===== config.mk =====
export PLATFORM = sky130hd
export DESIGN_NAME = id3_text_to_utf8_transcoder_flat
export DESIGN_NICKNAME = d
export VERILOG_FILES = /design/src/rtl/id3t_pkg.sv /design/src/rtl/id3t_if.sv /design/src/rtl/id3_text_to_utf8_transcoder.sv /design/src/rtl/id3t_decode.sv /design/src/rtl/id3t_serial.sv /design/src/flat_wrapper.sv
export SDC_FILE = /design/constraint.sdc
export NUM_CORES = 1
export LEC_CHECK = 0
export BUFFER_PORTS_ARGS = -buffer_cell sky130_fd_sc_hd__buf_2
export CORE_AREA = 2 2 158 160
export DETAILED_ROUTE_END_ITERATION = 8
export DIE_AREA = 0 0 160 162
export GPL_ROUTABILITY_DRIVEN = 0
export SETUP_SLACK_MARGIN = 0.4
export SYNTH_ARGS = -nofsm -noshare
export SYNTH_HDL_FRONTEND = slang
export SYNTH_SLANG_ARGS = --single-unit

===== constraint.sdc =====
create_clock -name clk_i -period 15 [get_ports clk_i]
set_input_delay 2.25 -clock clk_i [delete_from_list [all_inputs] [get_ports clk_i]]
set_output_delay 2.25 -clock clk_i [all_outputs]
set_load 0.005 [all_outputs]

===== src/rtl/id3t_pkg.sv =====
`default_nettype none
package id3t_pkg;

  // Encoding marker values
  localparam logic [7:0] ENC_LATIN1   = 8'h00;
  localparam logic [7:0] ENC_UTF16    = 8'h01;
  localparam logic [7:0] ENC_UTF16BE  = 8'h02;

  // Byte-order mark halves
  localparam logic [7:0] BOM_FE = 8'hFE;
  localparam logic [7:0] BOM_FF = 8'hFF;

  // Surrogate ranges
  localparam logic [15:0] SURR_HI_BASE = 16'hD800;
  localparam logic [15:0] SURR_LO_BASE = 16'hDC00;
  localparam logic [15:0] SURR_LO_LAST = 16'hDFFF;
  localparam logic [20:0] SUPP_BASE    = 21'h10000;

  // UTF-8 lead/continuation marks
  localparam logic [7:0] LEAD2 = 8'hC0;
  localparam logic [7:0] LEAD3 = 8'hE0;
  localparam logic [7:0] LEAD4 = 8'hF0;
  localparam logic [7:0] CONT  = 8'h80;
  localparam logic [5:0] CONT_MASK = 6'h3F;

  localparam int unsigned JOB_BYTES = 7;

  typedef enum logic [1:0] {
    MODE_LATIN1 = 2'd0,
    MODE_UTF16  = 2'd1,
    MODE_COPY   = 2'd2
  } mode_e;

  // All result bytes caused by one input beat
  typedef struct packed {
    logic [JOB_BYTES-1:0][7:0] bytes;
    logic [2:0]                cnt;
    logic                      term;
    logic                      trunc;
  } job_t;

  function automatic logic [2:0] cp_len(input logic [20:0] cp);
    logic [2:0] len;
    if (cp <= 21'h7F) begin
      len = 3'd1;
    end else if (cp <= 21'h7FF) begin
      len = 3'd2;
    end else if (cp <= 21'hFFFF) begin
      len = 3'd3;
    end else begin
      len = 3'd4;
    end
    return len;
  endfunction

  // Byte 0 goes out first
  function automatic logic [3:0][7:0] utf8_enc(input logic [20:0] cp);
    logic [3:0][7:0] b;
    b = '0;
    unique case (cp_len(cp))
      3'd1: b[0] = cp[7:0];
      3'd2: begin
        b[0] = LEAD2 | {3'b000, cp[10:6]};
        b[1] = CONT | {2'b00, cp[5:0] & CONT_MASK};
      end
      3'd3: begin
        b[0] = LEAD3 | {4'b0000, cp[15:12]};
        b[1] = CONT | {2'b00, cp[11:6] & CONT_MASK};
        b[2] = CONT | {2'b00, cp[5:0] & CONT_MASK};
      end
      default: begin
        b[0] = LEAD4 | {5'b00000, cp[20:18]};
        b[1] = CONT | {2'b00, cp[17:12] & CONT_MASK};
        b[2] = CONT | {2'b00, cp[11:6] & CONT_MASK};
        b[3] = CONT | {2'b00, cp[5:0] & CONT_MASK};
      end
    endcase
    return b;
  endfunction

endpackage
`default_nettype wire


===== src/rtl/id3t_if.sv =====
`default_nettype none
interface id3t_in_if;
  logic        valid;
  logic        ready;
  logic [7:0]  payload_byte;
  logic        first_byte;
  logic        last_byte;
  logic [12:0] buffer_capacity;

  modport source (output valid, output payload_byte, output first_byte,
                  output last_byte, output buffer_capacity, input ready);
  modport sink   (input valid, input payload_byte, input first_byte,
                  input last_byte, input buffer_capacity, output ready);
endinterface

interface id3t_out_if;
  logic       valid;
  logic       ready;
  logic [7:0] utf8_byte;
  logic       end_of_string;
  logic       truncated;

  modport source (output valid, output utf8_byte, output end_of_string,
                  output truncated, input ready);
  modport sink   (input valid, input utf8_byte, input end_of_string,
                  input truncated, output ready);
endinterface
`default_nettype wire


===== src/rtl/id3_text_to_utf8_transcoder.sv =====
`default_nettype none
// ID3 text-frame payload to UTF-8 transcoder. Feed one payload byte per beat;
// the beat with first_byte set carries the encoding marker (0 Latin-1, 1 or 2
// UTF-16, anything else copied through) and samples buffer_capacity. The
// block returns UTF-8 bytes one per beat and closes each frame, on the beat
// with last_byte, with a zero byte flagged end_of_string; truncated on that
// beat says capacity cut the text. An input beat is decoded in the cycle it
// is accepted and all the result bytes it causes (zero to seven) land in one
// result register, which then drains one byte per cycle while out_o.ready
// is high. The next input beat is taken as soon as the final byte of the
// previous one leaves. Beats outside a frame are dropped silently.
module id3_text_to_utf8_transcoder #(
  parameter int unsigned MAX_CAPACITY = 4096
) (
  input  wire logic clk_i,
  input  wire logic rst_ni,
  id3t_in_if.sink   in_i,
  id3t_out_if.source out_o
);

  id3t_pkg::job_t job;
  logic           load;
  logic           take_ok;

  // Decode stage: frame state, surrogate pairing, capacity accounting
  id3t_decode #(
    .MAX_CAPACITY (MAX_CAPACITY)
  ) u_decode (
    .clk_i     (clk_i),
    .rst_ni    (rst_ni),
    .in_i      (in_i),
    .take_ok_i (take_ok),
    .job_o     (job),
    .load_o    (load)
  );

  // Result register: hands out the packed bytes one beat at a time
  id3t_serial u_serial (
    .clk_i     (clk_i),
    .rst_ni    (rst_ni),
    .load_i    (load),
    .job_i     (job),
    .take_ok_o (take_ok),
    .out_o     (out_o)
  );

endmodule
`default_nettype wire


===== src/rtl/id3t_decode.sv =====
`default_nettype none
module id3t_decode #(
  parameter int unsigned MAX_CAPACITY = 4096
) (
  input  wire logic        clk_i,
  input  wire logic        rst_ni,
  id3t_in_if.sink          in_i,
  input  wire logic        take_ok_i,
  output id3t_pkg::job_t   job_o,
  output logic             load_o
);

  localparam int unsigned CW   = $clog2(MAX_CAPACITY + 1);
  localparam int unsigned CMPW = (CW > 13) ? CW : 13;

  id3t_pkg::mode_e mode_q, mode_d;
  logic            be_q, be_d;
  logic            fup_q, fup_d;
  logic            half_q, half_d;
  logic [7:0]      held_q, held_d;
  logic [15:0]     ph_q, ph_d;
  logic            pv_q, pv_d;
  logic [CW-1:0]   used_q, used_d;
  logic [CW-1:0]   cap_q, cap_d;
  logic            full_q, full_d;
  logic            open_q, open_d;

  logic            accept;
  logic            req_a, raw_a, req_b, term;
  logic [20:0]     cp_a, cp_b;
  logic [15:0]     unit;
  logic            bom;
  logic [CMPW-1:0] cap_in;

  assign in_i.ready = take_ok_i;
  assign accept     = in_i.valid && take_ok_i;

  // Capacity intake: zero reads as one, saturate at the maximum
  always_comb begin
    cap_in = CMPW'(in_i.buffer_capacity);
    if (cap_in == '0) begin
      cap_in = CMPW'(1);
    end else if (cap_in > CMPW'(MAX_CAPACITY)) begin
      cap_in = CMPW'(MAX_CAPACITY);
    end
  end

  assign unit = be_q ? {held_q, in_i.payload_byte} : {in_i.payload_byte, held_q};

  // Plan: state update and up to two code points to emit
  always_comb begin
    mode_d = mode_q;
    be_d   = be_q;
    fup_d  = fup_q;
    half_d = half_q;
    held_d = held_q;
    ph_d   = ph_q;
    pv_d   = pv_q;
    cap_d  = cap_q;
    open_d = open_q;
    req_a  = 1'b0;
    raw_a  = 1'b0;
    cp_a   = '0;
    req_b  = 1'b0;
    cp_b   = '0;
    term   = 1'b0;
    bom    = 1'b0;
    if (accept) begin
      if (in_i.first_byte) begin
        if (in_i.payload_byte == id3t_pkg::ENC_LATIN1) begin
          mode_d = id3t_pkg::MODE_LATIN1;
        end else if (in_i.payload_byte == id3t_pkg::ENC_UTF16 ||
                     in_i.payload_byte == id3t_pkg::ENC_UTF16BE) begin
          mode_d = id3t_pkg::MODE_UTF16;
        end else begin
          mode_d = id3t_pkg::MODE_COPY;
        end
        cap_d  = cap_in[CW-1:0];
        be_d   = 1'b1;
        fup_d  = 1'b1;
        half_d = 1'b0;
        held_d = '0;
        ph_d   = '0;
        pv_d   = 1'b0;
        open_d = 1'b1;
      end else if (open_q) begin
        unique case (mode_q)
          id3t_pkg::MODE_LATIN1: begin
            req_a = 1'b1;
            cp_a  = 21'(in_i.payload_byte);
          end
          id3t_pkg::MODE_UTF16: begin
            if (!half_q) begin
              held_d = in_i.payload_byte;
              half_d = 1'b1;
            end else begin
              half_d = 1'b0;
              if (fup_q) begin
                fup_d = 1'b0;
                if (held_q == id3t_pkg::BOM_FE && in_i.payload_byte == id3t_pkg::BOM_FF) begin
                  be_d = 1'b1;
                  bom  = 1'b1;
                end else if (held_q == id3t_pkg::BOM_FF &&
                             in_i.payload_byte == id3t_pkg::BOM_FE) begin
                  be_d = 1'b0;
                  bom  = 1'b1;
                end
              end
              if (!bom) begin
                if (pv_q && unit >= id3t_pkg::SURR_LO_BASE &&
                    unit <= id3t_pkg::SURR_LO_LAST) begin
                  // paired surrogate
                  pv_d  = 1'b0;
                  req_a = 1'b1;
                  cp_a  = id3t_pkg::SUPP_BASE + 21'({ph_q[9:0], unit[9:0]});
                end else begin
                  if (pv_q) begin
                    pv_d  = 1'b0;
                    req_a = 1'b1;
                    cp_a  = 21'(ph_q);
                  end
                  if (unit >= id3t_pkg::SURR_HI_BASE && unit < id3t_pkg::SURR_LO_BASE) begin
                    ph_d = unit;
                    pv_d = 1'b1;
                  end else if (pv_q) begin
                    req_b = 1'b1;
                    cp_b  = 21'(unit);
                  end else begin
                    req_a = 1'b1;
                    cp_a  = 21'(unit);
                  end
                end
              end
            end
          end
          default: begin
            req_a = 1'b1;
            raw_a = 1'b1;
          end
        endcase
      end
      if (in_i.last_byte && (in_i.first_byte || open_q)) begin
        // flush a lone high surrogate before the terminator
        if (mode_d == id3t_pkg::MODE_UTF16 && pv_d) begin
          pv_d = 1'b0;
          if (req_a) begin
            req_b = 1'b1;
            cp_b  = 21'(ph_d);
          end else begin
            req_a = 1'b1;
            cp_a  = 21'(ph_d);
          end
        end
        half_d = 1'b0;
        term   = 1'b1;
        open_d = 1'b0;
      end
    end
  end

  // Emit chain: capacity check for slot A then slot B
  logic [CW-1:0]   lim;
  logic [2:0]      len_a, len_b;
  logic            emit_a, emit_b, full_a, full_b;
  logic [CW:0]     sum_a, sum_b;
  logic [CW-1:0]   used_a, used_b;
  logic [3:0][7:0] enc_a, enc_b;

  assign lim    = cap_q - CW'(1);
  assign len_a  = raw_a ? 3'd1 : id3t_pkg::cp_len(cp_a);
  assign sum_a  = {1'b0, used_q} + (CW+1)'(len_a);
  assign emit_a = req_a && !full_q && (sum_a <= {1'b0, lim});
  assign full_a = full_q || (req_a && !emit_a);
  assign used_a = emit_a ? sum_a[CW-1:0] : used_q;

  assign len_b  = id3t_pkg::cp_len(cp_b);
  assign sum_b  = {1'b0, used_a} + (CW+1)'(len_b);
  assign emit_b = req_b && !full_a && (sum_b <= {1'b0, lim});
  assign full_b = full_a || (req_b && !emit_b);
  assign used_b = emit_b ? sum_b[CW-1:0] : used_a;

  assign enc_a = raw_a ? {24'h0, in_i.payload_byte} : id3t_pkg::utf8_enc(cp_a);
  assign enc_b = id3t_pkg::utf8_enc(cp_b);

  always_comb begin
    if (accept && in_i.first_byte) begin
      used_d = '0;
      full_d = 1'b0;
    end else begin
      used_d = used_b;
      full_d = full_b;
    end
  end

  // Pack A bytes, B bytes, then the terminator
  logic [2:0] n_a, n_b, off;
  logic [3:0] total;

  assign n_a   = emit_a ? len_a : 3'd0;
  assign n_b   = emit_b ? len_b : 3'd0;
  assign total = 4'(n_a) + 4'(n_b) + 4'(term);

  always_comb begin
    job_o.cnt   = total[2:0];
    job_o.term  = term;
    job_o.trunc = term && full_d;
    off         = '0;
    for (int k = 0; k < id3t_pkg::JOB_BYTES; k++) begin
      if (3'(k) < n_a) begin
        job_o.bytes[k] = enc_a[k[1:0]];
      end else if (4'(k) < 4'(n_a) + 4'(n_b)) begin
        off            = 3'(k) - n_a;
        job_o.bytes[k] = enc_b[off[1:0]];
      end else begin
        job_o.bytes[k] = '0;
      end
    end
  end

  assign load_o = accept && (total != 4'd0);

  always_ff @(posedge clk_i or negedge rst_ni) begin
    if (!rst_ni) begin
      mode_q <= id3t_pkg::MODE_LATIN1;
      be_q   <= 1'b1;
      fup_q  <= 1'b1;
      half_q <= 1'b0;
      held_q <= '0;
      ph_q   <= '0;
      pv_q   <= 1'b0;
      used_q <= '0;
      cap_q  <= '0;
      full_q <= 1'b0;
      open_q <= 1'b0;
    end else begin
      mode_q <= mode_d;
      be_q   <= be_d;
      fup_q  <= fup_d;
      half_q <= half_d;
      held_q <= held_d;
      ph_q   <= ph_d;
      pv_q   <= pv_d;
      used_q <= used_d;
      cap_q  <= cap_d;
      full_q <= full_d;
      open_q <= open_d;
    end
  end

endmodule
`default_nettype wire


===== src/rtl/id3t_serial.sv =====
`default_nettype none
module id3t_serial (
  input  wire logic            clk_i,
  input  wire logic            rst_ni,
  input  wire logic            load_i,
  input  wire id3t_pkg::job_t  job_i,
  output logic                 take_ok_o,
  id3t_out_if.source           out_o
);

  id3t_pkg::job_t job_q;
  logic           valid_q, valid_d;
  logic [2:0]     idx_q, idx_d;
  logic           last;

  assign last      = (idx_q == job_q.cnt - 3'd1);
  assign take_ok_o = !valid_q || (out_o.ready && last);

  assign out_o.valid         = valid_q;
  assign out_o.utf8_byte     = job_q.bytes[idx_q];
  assign out_o.end_of_string = job_q.term && last;
  assign out_o.truncated     = job_q.trunc && job_q.term && last;

  always_comb begin
    valid_d = valid_q;
    idx_d   = idx_q;
    if (take_ok_o) begin
      valid_d = load_i;
      idx_d   = '0;
    end else if (out_o.ready) begin
      idx_d = idx_q + 3'd1;
    end
  end

  always_ff @(posedge clk_i or negedge rst_ni) begin
    if (!rst_ni) begin
      valid_q <= 1'b0;
      idx_q   <= '0;
    end else begin
      valid_q <= valid_d;
      idx_q   <= idx_d;
    end
  end

  always_ff @(posedge clk_i) begin
    if (take_ok_o && load_i) begin
      job_q <= job_i;
    end
  end

endmodule
`default_nettype wire

===== src/flat_wrapper.sv =====
// flat-port wrapper written by rule: the top's interface ports become plain ports
module id3_text_to_utf8_transcoder_flat 
#(
  parameter int unsigned MAX_CAPACITY = 4096
)
  (clk_i, rst_ni, in_i_valid, in_i_payload_byte, in_i_first_byte, in_i_last_byte, in_i_buffer_capacity, in_i_ready, out_o_valid, out_o_utf8_byte, out_o_end_of_string, out_o_truncated, out_o_ready);
  id3t_in_if in_i_i ();
  id3t_out_if out_o_i ();
  input  wire logic clk_i;
  input  wire logic rst_ni;
  input wire logic [$bits(in_i_i.valid)-1:0] in_i_valid;
  input wire logic [$bits(in_i_i.payload_byte)-1:0] in_i_payload_byte;
  input wire logic [$bits(in_i_i.first_byte)-1:0] in_i_first_byte;
  input wire logic [$bits(in_i_i.last_byte)-1:0] in_i_last_byte;
  input wire logic [$bits(in_i_i.buffer_capacity)-1:0] in_i_buffer_capacity;
  output wire logic [$bits(in_i_i.ready)-1:0] in_i_ready;
  output wire logic [$bits(out_o_i.valid)-1:0] out_o_valid;
  output wire logic [$bits(out_o_i.utf8_byte)-1:0] out_o_utf8_byte;
  output wire logic [$bits(out_o_i.end_of_string)-1:0] out_o_end_of_string;
  output wire logic [$bits(out_o_i.truncated)-1:0] out_o_truncated;
  input wire logic [$bits(out_o_i.ready)-1:0] out_o_ready;
  assign in_i_i.valid = in_i_valid;
  assign in_i_i.payload_byte = in_i_payload_byte;
  assign in_i_i.first_byte = in_i_first_byte;
  assign in_i_i.last_byte = in_i_last_byte;
  assign in_i_i.buffer_capacity = in_i_buffer_capacity;
  assign in_i_ready = in_i_i.ready;
  assign out_o_valid = out_o_i.valid;
  assign out_o_utf8_byte = out_o_i.utf8_byte;
  assign out_o_end_of_string = out_o_i.end_of_string;
  assign out_o_truncated = out_o_i.truncated;
  assign out_o_i.ready = out_o_ready;
  id3_text_to_utf8_transcoder #(.MAX_CAPACITY(MAX_CAPACITY)) u_core (.clk_i(clk_i), .rst_ni(rst_ni), .in_i(in_i_i), .out_o(out_o_i));
endmodule

== Word-level counts from Yosys, hierarchy flattened ==
Cells that the tools add are included.

* Flip-flop bits (word level): 123
* Bits in latches: 0
* Bits in writable memories: 0
* Memory bits (read-only): 0
* Input port bits: 27
* Word-level logic and storage cells: 308
* Memories kept: 0

* Add/sub/neg operators: 15
* Multipliers: 0
* Div/mod/pow operators: 0
* $lt $le $gt $ge: 35
* Equality and inequality tests: 16
* Shifts and indexed selects: 0
* Muxes and demuxes: 163
* Bitwise gates (word level): 0
* Reduce and logical (&&, ||, !) cells: 56

{| class="wikitable"
|+ Operator list
! cell !! count
|-
| $mux W21 || 15
|-
| $mux W16 || 17
|-
| $mux W8 || 28
|-
| $bmux W8 S2 || 7
|-
| $pmux W8 S3 || 4
|-
| $mux W1 || 67
|-
| $mux W13 || 5
|-
| $le A21 B11 Y1 const B || 2
|-
| $le A21 B16 Y1 const B || 2
|-
| $le A21 B7 Y1 const B || 2
|-
| $pmux W21 S2 || 1
|-
| $mux W3 || 11
|-
| $eq A8 B8 Y1 const B || 4
|-
| $ge A16 B16 Y1 const B || 2
|-
| $mux W32 || 1
|-
| $pmux W8 S2 || 2
|-
| $add A13 B3 Y14 || 2
|-
| $le A14 B13 Y1 || 2
|-
| $bmux W8 S3 || 1
|-
| $logic_and A1 B1 Y1 || 22
|-
| $add A17 B20 Y21 const A || 1
|-
| $lt A2 B3 Y1 const B || 7
|-
| $le A16 B16 Y1 const B || 1
|-
| $lt A16 B16 Y1 const B || 1
|-
| other kinds (37) || 78
|}

== Logic depth before layout (Yosys ltp) ==
* Word-level depth: 40
* Gate-level depth with buffers: 55

== Hierarchy ==
Synthesis repeated with hierarchy kept, for this count alone.

* Cell total of the unflattened synthesis: 1234
* Area total of the unflattened synthesis: 10642.7 µm²

{| class="wikitable"
|+ By module, submodules not included
! module !! instances !! cells an instance !! area an instance (µm²)
|-
| id3t_decode || 1 || 1093 || 8039.0
|-
| id3t_serial || 1 || 141 || 2603.7
|}

== Least setup slack after synthesis ==
Ideal clock, no wire load.

* Path kind: input-to-reg
* Start point: in in_i_payload_byte[5]
* End point: reg u_core.u_serial.job_q[0] (netlist name) (enable)
* Library setup time: 0.480 ns
* Arrival time: 14.479 ns
* Data required time: 14.520 ns
* Path slack: 0.041 ns
* Stages: 52
* Cells stage by stage: buf_6 or3b_4 o22ai_2 buf_6 buf_6 nor3_1 o31ai_1 o211ai_2 a21oi_4 nor3_1 buf_2 nor2_1 ha_1 fa_1 a21o_1 nand4_1 nor3_1 nand3_1 [... 16 more ...] nand2_1 xnor2_1 ha_1 nand4_1 or4_1 o21ai_0 a21oi_1 nor2_1 o311ai_1 a21oi_1 ha_1 inv_1 fa_1 inv_1 ha_1 xnor2_1 nor4_1 nor2_1

{| class="wikitable"
|+ RTL lines
! element !! line !! RTL
|-
| from (decl) || flat_wrapper.sv:12 || <nowiki>input wire logic [$bits(in_i_i.payload_byte)-1:0] in_i_payload_byte;</nowiki>
|-
| to (signal assigned) || id3t_serial.sv:47 || <nowiki>job_q <= job_i;</nowiki>
|-
| to (decl) || id3t_serial.sv:11 || <nowiki>id3t_pkg::job_t job_q;</nowiki>
|}

==> reports/qor.yml <==
status: "finished clean"
postRouteWirelength_um: 36300
ys_ff_latch: 123
period_share: 0.922
cts_resized: 0
rsz0062_at_grt: "no"
cp.required_ps: 15160
avgSynthCellArea_um2: 8.25
cts_setup_buffers: 0
core_area_mm2: 0.0241
drtIter0Drc: 1706
start_util: 0.448
max_slew_margin: 0.328
drive_gt1_frac: 0.129
grt_pass1_vias: 9983
antenna_found_initial: 1
p_int_w: 0.000893
yosys_warnings: 0
crit_type: "primary input to flip-flop"
synth_edf_count: 61
hold_ws_ps: 508
dieWidth_um: 160
critical-path-max-stage-delay_ps: 580
fin_ws_ps: 1170
routedWlPerCell_um: 22.1
fp.dieH_um: 162
hold_buffers: 0
place.detailed.instances: 1611
synthMostInstantiatedCell: "nand2_1"
grt_pass1_wl_um: 58100
worst_skew_pair.late_latency_ps: 440
cts.sinks: 123
grt_overflow_total: 0
synthArstFlopShare: 0.504
num_rows: 57
worst_path_max_delay_cell: "nor3_1"
via_per_inst: 6.39
crit_fanout: 61
switching_share: 0.390
cp-end-kind: "flip-flop"
skew_ps: 12.1
root_buffer: "clkbuf_16"
synthFlopType: "edfxtp_1"
cp_common_cell: "ha_1"
leakagePower_nw: 4.65
drc: 0
cap_violations: 0
dp_slack_ps: 934
synth.cell_area_mm2: 0.0108
cts_buffers: 17
min_path_type: "flip-flop to flip-flop"
power_density_mw_per_mm2: 124
fin_cells: 1644
yosysSeqAreaShare: 0.314
setup_viol: 0
syn_to_final_growth_pct: 9.37
final_max_slew_viol_count: 0
synth_top_area_cell: "edfxtp_1"
ios: 39
seqPwrFrac: 0.314
fmax_mhz: 72.3
ys_types: 103
dieArea_mm2: 0.0259
synth_area_leaders: "edfxtp_1 17%, dfrtp_1 14%, nand2_1 5.5%"
clkPwrFrac: 0.302
arrival_ps: 13980
power.switching_w: 0.000571
ir_worst_vdd_mv: 0.0824
io_buffer_count: 38
setup-tns-final_ps: 0
period_needed_ps: 13830
hpwl_um: 27200
max-clock-path-buffers: 2
hold_violations: 0
cts_tree: "done"
htree_levels: 4
synth.top_cell.area_share: 0.170
combPwrFrac: 0.385
drtPass1Iterations: 7
start_kind: "primary input"
antenna_left: 0
worst_pin_slew_ps: 1010
grt_max_degree: 63
synthTopCellsByCount: "158 x nand2_1, 152 x nor2_1, 110 x a21oi_1, 71 x o21ai_0, 61 x edfxtp_1"
clkTransAtPathRegs_ps: 70
nets: 1377
routed-via-count: 10504
synth_cells: 1308
track_usage: 0.285
[routing by layer]
metal | wire [µm] | track usage | part of all wire | vias up
li1 | - | - | - | 4826
met1 | 15100 | 0.386 | 0.42 | 4861
met2 | 15600 | 0.435 | 0.43 | 665
met3 | 3660 | 0.0575 | 0.10 | 152
met4 | 1960 | 0.145 | 0.054 | 0
met5 | 0 | 0 | 0 | -
[registers in the layout, indices dropped and copies added, names as in the netlist]
| register | count |
|---|---|
| u_core.u_decode.held_q | 8 |
| u_core.u_decode.pv_q | 1 |
| u_core.u_decode.be_q | 1 |
| u_core.u_decode.half_q | 1 |
| u_core.u_decode.used_q | 13 |
| u_core.u_decode.mode_q | 2 |
| u_core.u_decode.fup_q | 1 |
| u_core.u_decode.full_q | 1 |
| u_core.u_serial.job_q | 61 |
| u_core.u_decode.cap_q | 13 |
| u_core.u_decode.open_q | 1 |
| u_core.u_decode.ph_q | 16 |
| u_core.u_serial.idx_q | 3 |
| u_core.u_serial.out_o.valid | 1 |
[power groups by stage]
| stage | registers, W | logic, W | clock network (W) |
|---|---|---|---|
| after floorplan | 0.000448 | 0.000408 | 0 |
| after global placement | 0.000463 | 0.000558 | 0 |
| after detailed placement | 0.000466 | 0.000562 | 0 |
| after CTS | 0.000459 | 0.000566 | 0.000448 |
| after global routing | 0.000466 | 0.000629 | 0.000465 |
| final | 0.000459 | 0.000563 | 0.000441 |
[area by class of cell]
type | count | area, µm²
inverters | 34 | 130
clock buffers | 18 | 429
well taps | 324 | 405
multi-input cells | 1070 | 6890
flip-flops and latches | 123 | 3390
fillers | 2389 | 12300
diodes | 1 | 2.50
repair buffers | 60 | 368
clock inverters | 14 | 184
[kinds of logic after synthesis]
group / Yosys count / share of synthesized area
and+or+nand+nor: 529 / 0.238
AOI/OAI and AO/OA: 388 / 0.240
DFF: 123 / 0.314
buffers and inverters: 116 / 0.0501
xor gates and xnor gates: 59 / 0.0492
muxes: 47 / 0.0545
adders and majority gates: 45 / 0.0540
other: 1 / 0.000348
[worst max-delay path, delay by kind of cell]
kind,cells,cell delay [ps]
compound gates,15,3290
simple gates,15,3860
fa+ha+maj,9,2760
buf+inv,9,1430
xor+xnor,2,340
[stage by stage]
stage | power (W) | instance area (µm²) | utilization
final | 0.00146 | 11800 | 0.489
after global routing | 0.00156 | 11800 | 0.489
after CTS | 0.00147 | 11800 | 0.489
after detailed placement | 0.00103 | 11200 | 0.464
after global placement | 0.00102 | 11200 | 0.464
after floorplan | 0.000857 | 10800 | -
[final timing paths]
kind	start	end	slack, ps	cells past startpoint
min reg2reg	u_core.u_decode.fup_q	u_core.u_decode.fup_q	510	2
max	in_i_payload_byte[6]	u_core.u_serial.job_q[11]	1170	50
max in group asynchronous	rst_ni	u_core.u_decode.used_q[1]	12430	2
max reg2reg	u_core.u_decode.be_q	u_core.u_serial.job_q[11]	2310	48
min	u_core.u_decode.fup_q	u_core.u_decode.fup_q	510	2
min in group asynchronous	rst_ni	u_core.u_decode.mode_q[0]	2000	2
[cells in the final DEF (no fill, tap or decap), types with 6 or more instances in the layout]
cell type	count
o211ai_1	12
a21oi_2	6
ha_1	41
nor2_1	150
buf_4	21
a22oi_1	16
o22ai_1	27
a211oi_1	13
mux2_2	14
edfxtp_1	61
buf_2	38
nand2b_1	11
a21oi_1	109
nand4_1	25
mux2i_1	25
nor4_1	12
xor2_1	24
clkbuf_16	17
inv_1	30
a31oi_1	10
or3_1	11
nand3b_1	12
nor3_1	35
xnor2_1	34
nand3_1	44
or2_2	7
nor2b_1	7
a21o_1	23
and3_1	10
and2_1	15
o21ai_1	16
mux4_2	8
dfrtp_1	60
nand2_1	158
o21ai_0	71
Power figures use the tool's default switching activity.
